**src/hw/rtl/ide_pkg.sv**
```systemverilog
// Package for the indexed deque engine: operation and status codes,
// controller states, and the command and status structs between the units.
// Depends on nothing.
`timescale 1ns / 1ps

package ide_pkg;

   // Field widths of the request and response words.
   localparam int MODE_W   = 3;
   localparam int VALUE_W  = 32;
   localparam int POS_W    = 6;
   localparam int STATUS_W = 3;
   localparam int OCC_W    = 7;
   localparam int REQ_W    = 48;
   localparam int RSP_W    = 48;
   localparam int MASK_W   = 32;

   // Bit offsets inside the request word, lowest field first.
   localparam int REQ_MODE_LO  = 0;
   localparam int REQ_VALUE_LO = REQ_MODE_LO + MODE_W;
   localparam int REQ_POS_LO   = REQ_VALUE_LO + VALUE_W;

   // Bit offsets inside the response word, lowest field first.
   localparam int RSP_STATUS_LO = 0;
   localparam int RSP_DATA_LO   = RSP_STATUS_LO + STATUS_W;
   localparam int RSP_OCC_LO    = RSP_DATA_LO + VALUE_W;

   typedef enum logic [MODE_W-1:0] {
      OP_PUSH_FRONT = 3'd0,
      OP_PUSH_BACK  = 3'd1,
      OP_POP_FRONT  = 3'd2,
      OP_POP_BACK   = 3'd3,
      OP_WRITE_AT   = 3'd4,
      OP_READ_AT    = 3'd5,
      OP_SEARCH     = 3'd6,
      OP_NOP        = 3'd7
   } op_type;

   typedef enum logic [STATUS_W-1:0] {
      ST_OK       = 3'd0,
      ST_EMPTY    = 3'd1,
      ST_BADPOS   = 3'd2,
      ST_NOTFOUND = 3'd3,
      ST_FULL     = 3'd4
   } status_type;

   typedef enum logic [2:0] {
      S_IDLE,
      S_EXEC,
      S_READ,
      S_SCAN,
      S_FINISH
   } ctl_state_type;

   // Which ring slot the memory port addresses this cycle.
   typedef enum logic [2:0] {
      A_FRONT_DEC,
      A_BACK,
      A_FRONT,
      A_LAST,
      A_POS,
      A_SCAN
   } addr_sel_type;

   // Commands from the controller to the datapath.
   typedef struct packed {
      logic         capture;
      logic         mem_wr;
      logic         mem_rd;
      addr_sel_type addr_sel;
      logic         front_dec;
      logic         front_inc;
      logic         cnt_inc;
      logic         cnt_dec;
      logic         res_wr;
      status_type   res_status;
      logic         res_take_rd;
      logic         scan_clr;
      logic         scan_issue;
      logic         out_load;
   } ide_cmd_type;

   // Status from the datapath to the controller.
   typedef struct packed {
      op_type op;
      logic   full;
      logic   empty;
      logic   pos_bad;
      logic   scan_hit;
      logic   scan_more;
      logic   out_free;
   } ide_stat_type;

endpackage

```
**src/hw/rtl/ide_ram.sv**
```systemverilog
// Generic single-write, single-read RAM with a registered read port.
// Depends on nothing.
`timescale 1ns / 1ps

module ide_ram #(
   parameter int WIDTH = 32,
   parameter int DEPTH = 64,
   localparam int AW = $clog2(DEPTH)
) (
   input  logic             clock,
   input  logic             wr_en,
   input  logic [AW-1:0]    wr_addr,
   input  logic [WIDTH-1:0] wr_data,
   input  logic             rd_en,
   input  logic [AW-1:0]    rd_addr,
   output logic [WIDTH-1:0] rd_data
);

   logic [WIDTH-1:0] mem_ff [DEPTH];
   logic [WIDTH-1:0] rd_data_ff;

   // Write port.
   always_ff @(posedge clock) begin
      if (wr_en) begin
         mem_ff[wr_addr] <= wr_data;
      end
   end

   // Registered read port; the data holds until the next read.
   always_ff @(posedge clock) begin
      if (rd_en) begin
         rd_data_ff <= mem_ff[rd_addr];
      end
   end

   assign rd_data = rd_data_ff;

endmodule

```
**src/hw/rtl/ide_ctrl.sv**
```systemverilog
// Controller state machine of the indexed deque engine.
// Depends on ide_pkg; drives the datapath through ide_cmd_type.
`timescale 1ns / 1ps

module ide_ctrl
   import ide_pkg::*;
(
   input  logic         clock,
   input  logic         reset,
   input  logic         req_tvalid,
   output logic         req_tready,
   input  ide_stat_type stat,
   output ide_cmd_type  cmd
);

   ctl_state_type state_ff;
   ctl_state_type state_in;

   // State register.
   always_ff @(posedge clock) begin
      if (reset) begin
         state_ff <= S_IDLE;
      end else begin
         state_ff <= state_in;
      end
   end

   // Next state.
   always_comb begin
      state_in = state_ff;
      case (state_ff)
         S_IDLE: begin
            if (req_tvalid) begin
               state_in = S_EXEC;
            end
         end
         S_EXEC: begin
            case (stat.op)
               OP_POP_FRONT, OP_POP_BACK: begin
                  state_in = stat.empty ? S_FINISH : S_READ;
               end
               OP_READ_AT: begin
                  state_in = stat.pos_bad ? S_FINISH : S_READ;
               end
               OP_SEARCH: begin
                  state_in = S_SCAN;
               end
               default: begin
                  state_in = S_FINISH;
               end
            endcase
         end
         S_READ: begin
            state_in = S_FINISH;
         end
         S_SCAN: begin
            if (stat.scan_hit || !stat.scan_more) begin
               state_in = S_FINISH;
            end
         end
         S_FINISH: begin
            if (stat.out_free) begin
               state_in = S_IDLE;
            end
         end
         default: begin
            state_in = S_IDLE;
         end
      endcase
   end

   // Outputs: handshake and datapath commands.
   always_comb begin
      cmd        = '0;
      req_tready = 1'b0;
      case (state_ff)
         S_IDLE: begin
            // No request is taken while reset is held.
            req_tready  = !reset;
            cmd.capture = req_tvalid && !reset;
         end
         S_EXEC: begin
            cmd.res_wr     = 1'b1;
            cmd.res_status = ST_OK;
            case (stat.op)
               OP_PUSH_FRONT: begin
                  if (stat.full) begin
                     cmd.res_status = ST_FULL;
                  end else begin
                     cmd.mem_wr    = 1'b1;
                     cmd.addr_sel  = A_FRONT_DEC;
                     cmd.front_dec = 1'b1;
                     cmd.cnt_inc   = 1'b1;
                  end
               end
               OP_PUSH_BACK: begin
                  if (stat.full) begin
                     cmd.res_status = ST_FULL;
                  end else begin
                     cmd.mem_wr   = 1'b1;
                     cmd.addr_sel = A_BACK;
                     cmd.cnt_inc  = 1'b1;
                  end
               end
               OP_POP_FRONT: begin
                  if (stat.empty) begin
                     cmd.res_status = ST_EMPTY;
                  end else begin
                     cmd.res_wr    = 1'b0;
                     cmd.mem_rd    = 1'b1;
                     cmd.addr_sel  = A_FRONT;
                     cmd.front_inc = 1'b1;
                     cmd.cnt_dec   = 1'b1;
                  end
               end
               OP_POP_BACK: begin
                  if (stat.empty) begin
                     cmd.res_status = ST_EMPTY;
                  end else begin
                     cmd.res_wr   = 1'b0;
                     cmd.mem_rd   = 1'b1;
                     cmd.addr_sel = A_LAST;
                     cmd.cnt_dec  = 1'b1;
                  end
               end
               OP_WRITE_AT: begin
                  if (stat.pos_bad) begin
                     cmd.res_status = ST_BADPOS;
                  end else begin
                     cmd.mem_wr   = 1'b1;
                     cmd.addr_sel = A_POS;
                  end
               end
               OP_READ_AT: begin
                  if (stat.pos_bad) begin
                     cmd.res_status = ST_BADPOS;
                  end else begin
                     cmd.res_wr   = 1'b0;
                     cmd.mem_rd   = 1'b1;
                     cmd.addr_sel = A_POS;
                  end
               end
               OP_SEARCH: begin
                  cmd.res_wr   = 1'b0;
                  cmd.scan_clr = 1'b1;
               end
               default: begin
                  cmd.res_status = ST_OK;
               end
            endcase
         end
         S_READ: begin
            cmd.res_wr      = 1'b1;
            cmd.res_status  = ST_OK;
            cmd.res_take_rd = 1'b1;
         end
         S_SCAN: begin
            // Compare the element read last cycle while the next read goes out.
            if (stat.scan_hit) begin
               cmd.res_wr      = 1'b1;
               cmd.res_status  = ST_OK;
               cmd.res_take_rd = 1'b1;
            end else if (!stat.scan_more) begin
               cmd.res_wr     = 1'b1;
               cmd.res_status = ST_NOTFOUND;
            end else begin
               cmd.mem_rd     = 1'b1;
               cmd.addr_sel   = A_SCAN;
               cmd.scan_issue = 1'b1;
            end
         end
         S_FINISH: begin
            cmd.out_load = stat.out_free;
         end
         default: begin
            cmd = '0;
         end
      endcase
   end

endmodule

```
**src/hw/rtl/ide_datapath.sv**
```systemverilog
// Datapath of the indexed deque engine: request capture, ring pointers,
// ring store, search compare, result and response registers.
// Depends on ide_pkg and ide_ram.
`timescale 1ns / 1ps

module ide_datapath
   import ide_pkg::*;
#(
   parameter int DEPTH  = 64,
   parameter int DATA_W = 32
) (
   input  logic             clock,
   input  logic             reset,
   input  logic [REQ_W-1:0] req_tdata,
   output logic             rsp_tvalid,
   input  logic             rsp_tready,
   output logic [RSP_W-1:0] rsp_tdata,
   input  logic             csr_valid,
   input  logic [MASK_W-1:0] csr_data,
   input  ide_cmd_type      cmd,
   output ide_stat_type     stat
);

   localparam int IDX_W = $clog2(DEPTH);
   localparam int CNT_W = $clog2(DEPTH + 1);
   localparam int SUM_W = IDX_W + 1;
   localparam int CMP_W = (CNT_W > POS_W) ? CNT_W : POS_W;

   // Captured request.
   op_type               mode_ff;
   logic [VALUE_W-1:0]   value_ff;
   logic [POS_W-1:0]     pos_ff;

   // Ring pointers, mask and scan state.
   logic [IDX_W-1:0]     front_ff, front_in;
   logic [CNT_W-1:0]     count_ff, count_in;
   logic [MASK_W-1:0]    mask_ff;
   logic [CNT_W-1:0]     scan_idx_ff, scan_idx_in;
   logic                 rd_valid_ff;

   // Result and response registers.
   status_type           res_status_ff;
   logic [DATA_W-1:0]    res_data_ff, res_data_in;
   logic                 rsp_valid_ff, rsp_valid_in;
   status_type           rsp_status_ff;
   logic [DATA_W-1:0]    rsp_data_ff;
   logic [CNT_W-1:0]     rsp_count_ff;

   logic [IDX_W-1:0]     front_dec;
   logic [IDX_W-1:0]     front_inc;
   logic [CNT_W-1:0]     count_m1;
   logic [IDX_W-1:0]     offset;
   logic [SUM_W-1:0]     slot_sum;
   logic [IDX_W-1:0]     mem_addr;
   logic [DATA_W-1:0]    val_elem;
   logic [DATA_W-1:0]    mask_elem;
   logic [DATA_W-1:0]    rd_data;

   assign val_elem  = DATA_W'(value_ff);
   assign mask_elem = DATA_W'(mask_ff);
   assign count_m1  = count_ff - CNT_W'(1);

   // Pointer steps with wrap at the ring end.
   assign front_dec = (front_ff == '0) ? IDX_W'(DEPTH - 1) : front_ff - IDX_W'(1);
   assign front_inc = (front_ff == IDX_W'(DEPTH - 1)) ? '0 : front_ff + IDX_W'(1);

   // Offset from the front element for the selected access.
   always_comb begin
      case (cmd.addr_sel)
         A_BACK:  offset = count_ff[IDX_W-1:0];
         A_LAST:  offset = count_m1[IDX_W-1:0];
         A_POS:   offset = IDX_W'(pos_ff);
         A_SCAN:  offset = scan_idx_ff[IDX_W-1:0];
         default: offset = '0;
      endcase
   end

   // Ring slot: front plus offset, folded once at the ring size.
   assign slot_sum = {1'b0, front_ff} + {1'b0, offset};

   always_comb begin
      if (cmd.addr_sel == A_FRONT_DEC) begin
         mem_addr = front_dec;
      end else if (slot_sum >= SUM_W'(DEPTH)) begin
         mem_addr = IDX_W'(slot_sum - SUM_W'(DEPTH));
      end else begin
         mem_addr = slot_sum[IDX_W-1:0];
      end
   end

   ide_ram #(
      .WIDTH (DATA_W),
      .DEPTH (DEPTH)
   ) u_ring (
      .clock   (clock),
      .wr_en   (cmd.mem_wr),
      .wr_addr (mem_addr),
      .wr_data (val_elem),
      .rd_en   (cmd.mem_rd),
      .rd_addr (mem_addr),
      .rd_data (rd_data)
   );

   // Request capture.
   always_ff @(posedge clock) begin
      if (cmd.capture) begin
         mode_ff  <= op_type'(req_tdata[REQ_MODE_LO +: MODE_W]);
         value_ff <= req_tdata[REQ_VALUE_LO +: VALUE_W];
         pos_ff   <= req_tdata[REQ_POS_LO +: POS_W];
      end
   end

   // Next values of the pointers and the scan index.
   always_comb begin
      front_in = front_ff;
      if (cmd.front_dec) begin
         front_in = front_dec;
      end else if (cmd.front_inc) begin
         front_in = front_inc;
      end

      count_in = count_ff;
      if (cmd.cnt_inc) begin
         count_in = count_ff + CNT_W'(1);
      end else if (cmd.cnt_dec) begin
         count_in = count_m1;
      end

      scan_idx_in = scan_idx_ff;
      if (cmd.scan_clr) begin
         scan_idx_in = '0;
      end else if (cmd.scan_issue) begin
         scan_idx_in = scan_idx_ff + CNT_W'(1);
      end
   end

   // Control registers.
   always_ff @(posedge clock) begin
      if (reset) begin
         front_ff     <= '0;
         count_ff     <= '0;
         mask_ff      <= '1;
         scan_idx_ff  <= '0;
         rd_valid_ff  <= 1'b0;
         rsp_valid_ff <= 1'b0;
      end else begin
         front_ff     <= front_in;
         count_ff     <= count_in;
         scan_idx_ff  <= scan_idx_in;
         rd_valid_ff  <= cmd.scan_issue;
         rsp_valid_ff <= rsp_valid_in;
         if (csr_valid) begin
            mask_ff <= csr_data;
         end
      end
   end

   // Result staging: data is the read element or zero.
   assign res_data_in = cmd.res_take_rd ? rd_data : '0;

   always_ff @(posedge clock) begin
      if (cmd.res_wr) begin
         res_status_ff <= cmd.res_status;
         res_data_ff   <= res_data_in;
      end
   end

   // Response register; it frees when the receiver takes the response.
   assign rsp_valid_in = cmd.out_load | (rsp_valid_ff & ~rsp_tready);

   always_ff @(posedge clock) begin
      if (cmd.out_load) begin
         rsp_status_ff <= res_status_ff;
         rsp_data_ff   <= res_data_ff;
         rsp_count_ff  <= count_ff;
      end
   end

   assign rsp_tvalid = rsp_valid_ff;
   assign rsp_tdata  = {
      {(RSP_W - OCC_W - VALUE_W - STATUS_W){1'b0}},
      OCC_W'(rsp_count_ff),
      VALUE_W'(rsp_data_ff),
      rsp_status_ff
   };

   // Status toward the controller.
   always_comb begin
      stat.op        = mode_ff;
      stat.full      = (count_ff == CNT_W'(DEPTH));
      stat.empty     = (count_ff == '0);
      stat.pos_bad   = (CMP_W'(pos_ff) >= CMP_W'(count_ff));
      stat.scan_hit  = rd_valid_ff && (((rd_data ^ val_elem) & mask_elem) == '0);
      stat.scan_more = (scan_idx_ff < count_ff);
      stat.out_free  = ~rsp_valid_ff | rsp_tready;
   end

endmodule

```
**src/hw/rtl/indexed_deque_engine.sv**
```systemverilog
// Top level of the indexed deque engine: controller plus datapath.
// Depends on ide_pkg, ide_ctrl, ide_datapath and ide_ram.
//
// A bounded double-ended queue of DATA_W-bit elements kept in a ring RAM of
// DEPTH entries. Each request on the req_ stream carries an operation (push
// front/back, pop front/back, write at, read at, search), a value and a
// position; each request yields exactly one response on the rsp_ stream with
// a status, the element (zero unless one was popped, read or found) and the
// occupancy after the operation. The csr_ channel writes the search key mask;
// write it only while no request is in flight.
// Timing: the engine works on one request at a time. A push, write at, or a
// rejected operation passes through the execute and finish states, and the next
// request is taken once the controller is back in idle. Pop and read at add a
// read state for the registered RAM read. Search issues one RAM read a cycle and
// compares each element in the cycle after its read; the response follows once a
// match is found or every occupied entry has been compared against the key.
// Reset empties the queue and sets the key mask to all ones; the RAM is not
// cleared. A stalled response waits in an output register while the engine
// finishes one more request at most, then holds that result and takes no other.
`timescale 1ns / 1ps

module indexed_deque_engine
   import ide_pkg::*;
#(
   parameter int DEPTH  = 64,
   parameter int DATA_W = 32
) (
   input  logic              clock,
   input  logic              reset,
   // Request: mode [2:0], value [34:3], position [40:35], zero padding above.
   input  logic              req_tvalid,
   output logic              req_tready,
   input  logic [REQ_W-1:0]  req_tdata,
   // Response: status [2:0], data [34:3], occupancy [41:35], zero padding above.
   output logic              rsp_tvalid,
   input  logic              rsp_tready,
   output logic [RSP_W-1:0]  rsp_tdata,
   // Key mask write.
   input  logic              csr_valid,
   output logic              csr_ready,
   input  logic [MASK_W-1:0] csr_data
);

   ide_cmd_type  cmd;
   ide_stat_type stat;

   // The mask register takes a write in any cycle out of reset.
   assign csr_ready = ~reset;

   ide_ctrl u_ctrl (
      .clock      (clock),
      .reset      (reset),
      .req_tvalid (req_tvalid),
      .req_tready (req_tready),
      .stat       (stat),
      .cmd        (cmd)
   );

   ide_datapath #(
      .DEPTH  (DEPTH),
      .DATA_W (DATA_W)
   ) u_datapath (
      .clock      (clock),
      .reset      (reset),
      .req_tdata  (req_tdata),
      .rsp_tvalid (rsp_tvalid),
      .rsp_tready (rsp_tready),
      .rsp_tdata  (rsp_tdata),
      .csr_valid  (csr_valid),
      .csr_data   (csr_data),
      .cmd        (cmd),
      .stat       (stat)
   );

endmodule

```
**config.mk**
```make
export PLATFORM = sky130hd
export DESIGN_NAME = indexed_deque_engine
export DESIGN_NICKNAME = d
export VERILOG_FILES = /design/src/hw/rtl/ide_pkg.sv /design/src/hw/rtl/ide_ram.sv /design/src/hw/rtl/ide_ctrl.sv /design/src/hw/rtl/ide_datapath.sv /design/src/hw/rtl/indexed_deque_engine.sv
export SDC_FILE = /design/constraint.sdc
export NUM_CORES = 2
export LEC_CHECK = 0
export ABC_CLOCK_PERIOD_IN_PS = 20500
export BUFFER_PORTS_ARGS = -buffer_cell sky130_fd_sc_hd__buf_2
export CORE_MARGIN = 2
export CORE_UTILIZATION = 40
export DETAILED_ROUTE_END_ITERATION = 10
export HOLD_SLACK_MARGIN = 0.06
export PLACE_DENSITY = 0.54
export RECOVER_POWER = 100
export REMOVE_ABC_BUFFERS = 1
export SLEW_MARGIN = 20
export SYNTH_ARGS = -nofsm -noshare
export SYNTH_HDL_FRONTEND = slang
export SYNTH_SLANG_ARGS = --single-unit
export TNS_END_PERCENT = 50
```
**constraint.sdc**
```tcl
create_clock -name clock -period 20.5 [get_ports clock]
set_input_delay 2.05 -clock clock [delete_from_list [all_inputs] [get_ports clock]]
set_output_delay 2.05 -clock clock [all_outputs]
set_load 0.005 [all_outputs]
```
==> metrics.txt <==
status finished, violations left; failing checks capacitance limit, slew limit; Via-to-Cell Ratio 6.11; clk sinks 2255; Hold Path Class flop to flop; CP delay by family, top buffers and inverters; Resized cells post-CTS 0; die height 458 um; min-delay src u_datapath.res_status_ff[0]; crit-path cells clkbuf_1 > xor2_1 > a22oi_1 > nand4_1 > nor3_1 > a21oi_1 > clkbuf_1 > a221o_1 > ha_1 > nor3_1 > a21o_1 > a311oi_1 > nand4_1 > a21oi_1 > a211oi_1 > clkbuf_1 > nand2_4 > clkbuf_1 > nor2_1 > clkbuf_1; number of flops mapped to enable cells by yosys 2198; Worst R2R End u_datapath.u_ring.mem_ff[56][2]; sequential cell area fraction in the yosys report 81.4%; critical path class flop to flop; clk buf depth 3; YS warnings 0; highest routed layer met5; RSZ-0062 raised after global routing false; initial antenna violation count 9; Hold Crit Depth 0; Buffers & Inverters on Critical Path 5; skew final 0.0526 ns; DRC 0; met1 wire length 105000 um; CP Depth 20; slowest library cell on the worst path clkbuf_1; CTS clk-pin slew, worst paths 0.06 ns; layout cells sized above 1 10.0%; post-synthesis sequential element count 2255; dpl hpwl 144000 um; cell area after layout 93100 um2; # H-tree levels 4; worst rel slew slack -156%; # hold bufs at CTS 0; PortBufs 122; grt total ovfl 0; Peak Freq 0.0713 GHz; DP Area 87100 um2; dominant synthesized flop cell edfxtp_1; setup bufs post-CTS 0; type of origin of the critical path flop; Final GP Congestion 0.811; wire per inst 34.4 um; Setup Viol. Count Final 0; most frequent cell on the critical path clkbuf_1; Core ar. 205000 um2; area grow syn2layout 12.8%; VDD IR max 97.2 uV; DR WL met3 19300 um; Clock Latency Late Sink 0.89 ns; Fillers 17600; largest net degree at the start of global routing 98; Worst Tran Pin Value 3.84 ns; Max Cap Viol 155; CTS tree yes; Cell Area, Synth 82500 um2; Root Driver clkbuf_16; met2 WL 125000 um; Max FO, Critical Path 65; Num CTS Buffers 219; Tot GR Track Use 24.4%; final hold viol count 0; syn_area_per_cell 18.5 um2; Finished Layout Cells 7585; first-pass GRT wire length 361000 um; Die Span X 458 um; Hold Path Sink u_datapath.rsp_status_ff[0]; reg-to-reg slack, setup 6.47 ns; Final min period 14.03 ns; setup TNS 0 ns; vias in the first global route 45200; Ports 136; cells after synthesis 4470; fin. max-slew vios 4595; required arrival time at the worst endpoint 20.81 ns; Power per Cell Area 101 nW/um2; post-synthesis async set-or-reset flop share 0%; die footprint 210000 um2; DP Cell Count 7182; Synth cell types 67; Layout Nets 4824; # rows 166; r2r worst-path depth 20; Initial Util 40.3%; Pre-antenna DRT Iters 6; RR Startpoint u_datapath.val_elem[11]; leak pwr 27.6 nW; CP Capture Type flop; crit path DAT 14.34 ns; Util after Layout 45.5%; total wire length 261000 um; Initial DRC Count 6146; Max stage delay on crit path 2.63 ns; Final ANT Viol Nets 0; Tcrit/Tclk final 68.4%; Vias 46400
## kinds of logic after synthesis
kind of cell,share of synthesized area [%]
AO/OA/AOI/OAI,12.7
buffers and inverters,1.91
adder cells (fa/ha/maj),0.373
AND/OR/NAND/NOR,2.47
XOR/XNOR,0.626
multiplexers,0.491
other,0.00455
flip-flops,81.4
## cells in the mapped netlist (4+ instances only)
library cell  count  area share [%]
edfxtp_1       2198              80
a22oi_1        1035             9.4
a41oi_1         217             2.3
buf_2           185             1.1
nor2_1          113            0.51
nand2_1          92            0.42
a21oi_1          61            0.37
dfxtp_1          57             1.4
clkbuf_1         54            0.25
nor4_1           47            0.36
nand4_1          46            0.35
buf_4            42            0.38
xor2_1           41            0.44
nand3_1          39            0.24
mux2i_1          36            0.44
and2_1           35            0.27
ha_1             23            0.35
xnor2_1          18            0.19
inv_1            17           0.077
o21ai_0           8           0.049
a21o_1            7           0.064
nor3_1            7           0.042
a211oi_1          6           0.055
nor2b_1           6           0.046
nand2b_1          5           0.038
a221o_1           4           0.049
and3_1            4           0.030
buf_6             4           0.055
o22ai_2           4           0.061
o22ai_4           4           0.097
or2_2             4           0.030
or3_1             4           0.030
## where the power goes
| part | switching (W) | internal [W] |
|---|---|---|
| clock network | 0.00176 | 0.00211 |
| logic | 0.000320 | 0.000103 |
| registers | 0.0000186 | 0.00508 |
## worst max path at each step
stage | start | end
floorplan | u_datapath.val_elem[26] | u_datapath.u_ring.mem_ff[2][0]
global placement | u_datapath.val_elem[7] | u_datapath.u_ring.rd_data[4]
detailed placement | u_datapath.val_elem[7] | u_datapath.u_ring.rd_data[20]
CTS | u_datapath.val_elem[7] | u_datapath.u_ring.rd_data[20]
global route | u_datapath.val_elem[11] | u_datapath.u_ring.mem_ff[56][14]
finish | u_datapath.val_elem[11] | u_datapath.u_ring.mem_ff[56][2]
## final cells by class
type | instances | area [um2] | share of cell area, %
antenna | 4 | 10.0 | 0.0108
clock buffer | 267 | 5660 | 6.08
clock inverter | 132 | 1180 | 1.26
inverter | 18 | 68.8 | 0.0739
multi-input combinational | 1913 | 14000 | 15.1
sequential | 2255 | 67100 | 72.1
tap | 2688 | 3360 | 3.61
timing repair buffer | 308 | 1610 | 1.73
## through the flow
stage	setup WS [ns]	hold slack (ns)	total power [W]
after floorplan	9.09	0.400	0.00539
after global placement	12.01	0.404	0.00562
after detailed placement	12.04	0.405	0.00562
after CTS	12.02	0.416	0.00944
after global routing	6.26	0.425	0.00964
final	6.47	0.419	0.00939
## cell usage in the layout, fill, tap and decap left out, types with 61 or more instances in the layout
| master | n |
|---|---|
| clkbuf_1 | 201 |
| a41oi_1 | 217 |
| nor2_1 | 93 |
| a21oi_1 | 61 |
| a22oi_1 | 1035 |
| clkinv_1 | 70 |
| clkbuf_16 | 219 |
| buf_2 | 92 |
| nand2_1 | 88 |
| edfxtp_1 | 2198 |
## state kept, by name, indices dropped and copies added (netlist names), 6 cells and up
register and flops:
u_datapath.count_ff 7, u_datapath.front_ff 6, u_datapath.mask_elem 32, u_datapath.pos_ff 6, u_datapath.res_data_ff 32, u_datapath.rsp_count_ff 7, u_datapath.rsp_data_ff 32, u_datapath.scan_idx_ff 7
u_datapath.u_ring.mem_ff 2048, u_datapath.u_ring.rd_data 32, u_datapath.val_elem 32
## routing by layer
metal  track usage, %  up-vias
li1                 -    19300
met1             33.0    24400
met2             39.8     2265
met3             3.38      406
met4             9.86        2
met5                0        -
Power figures use the tool's default switching activity.
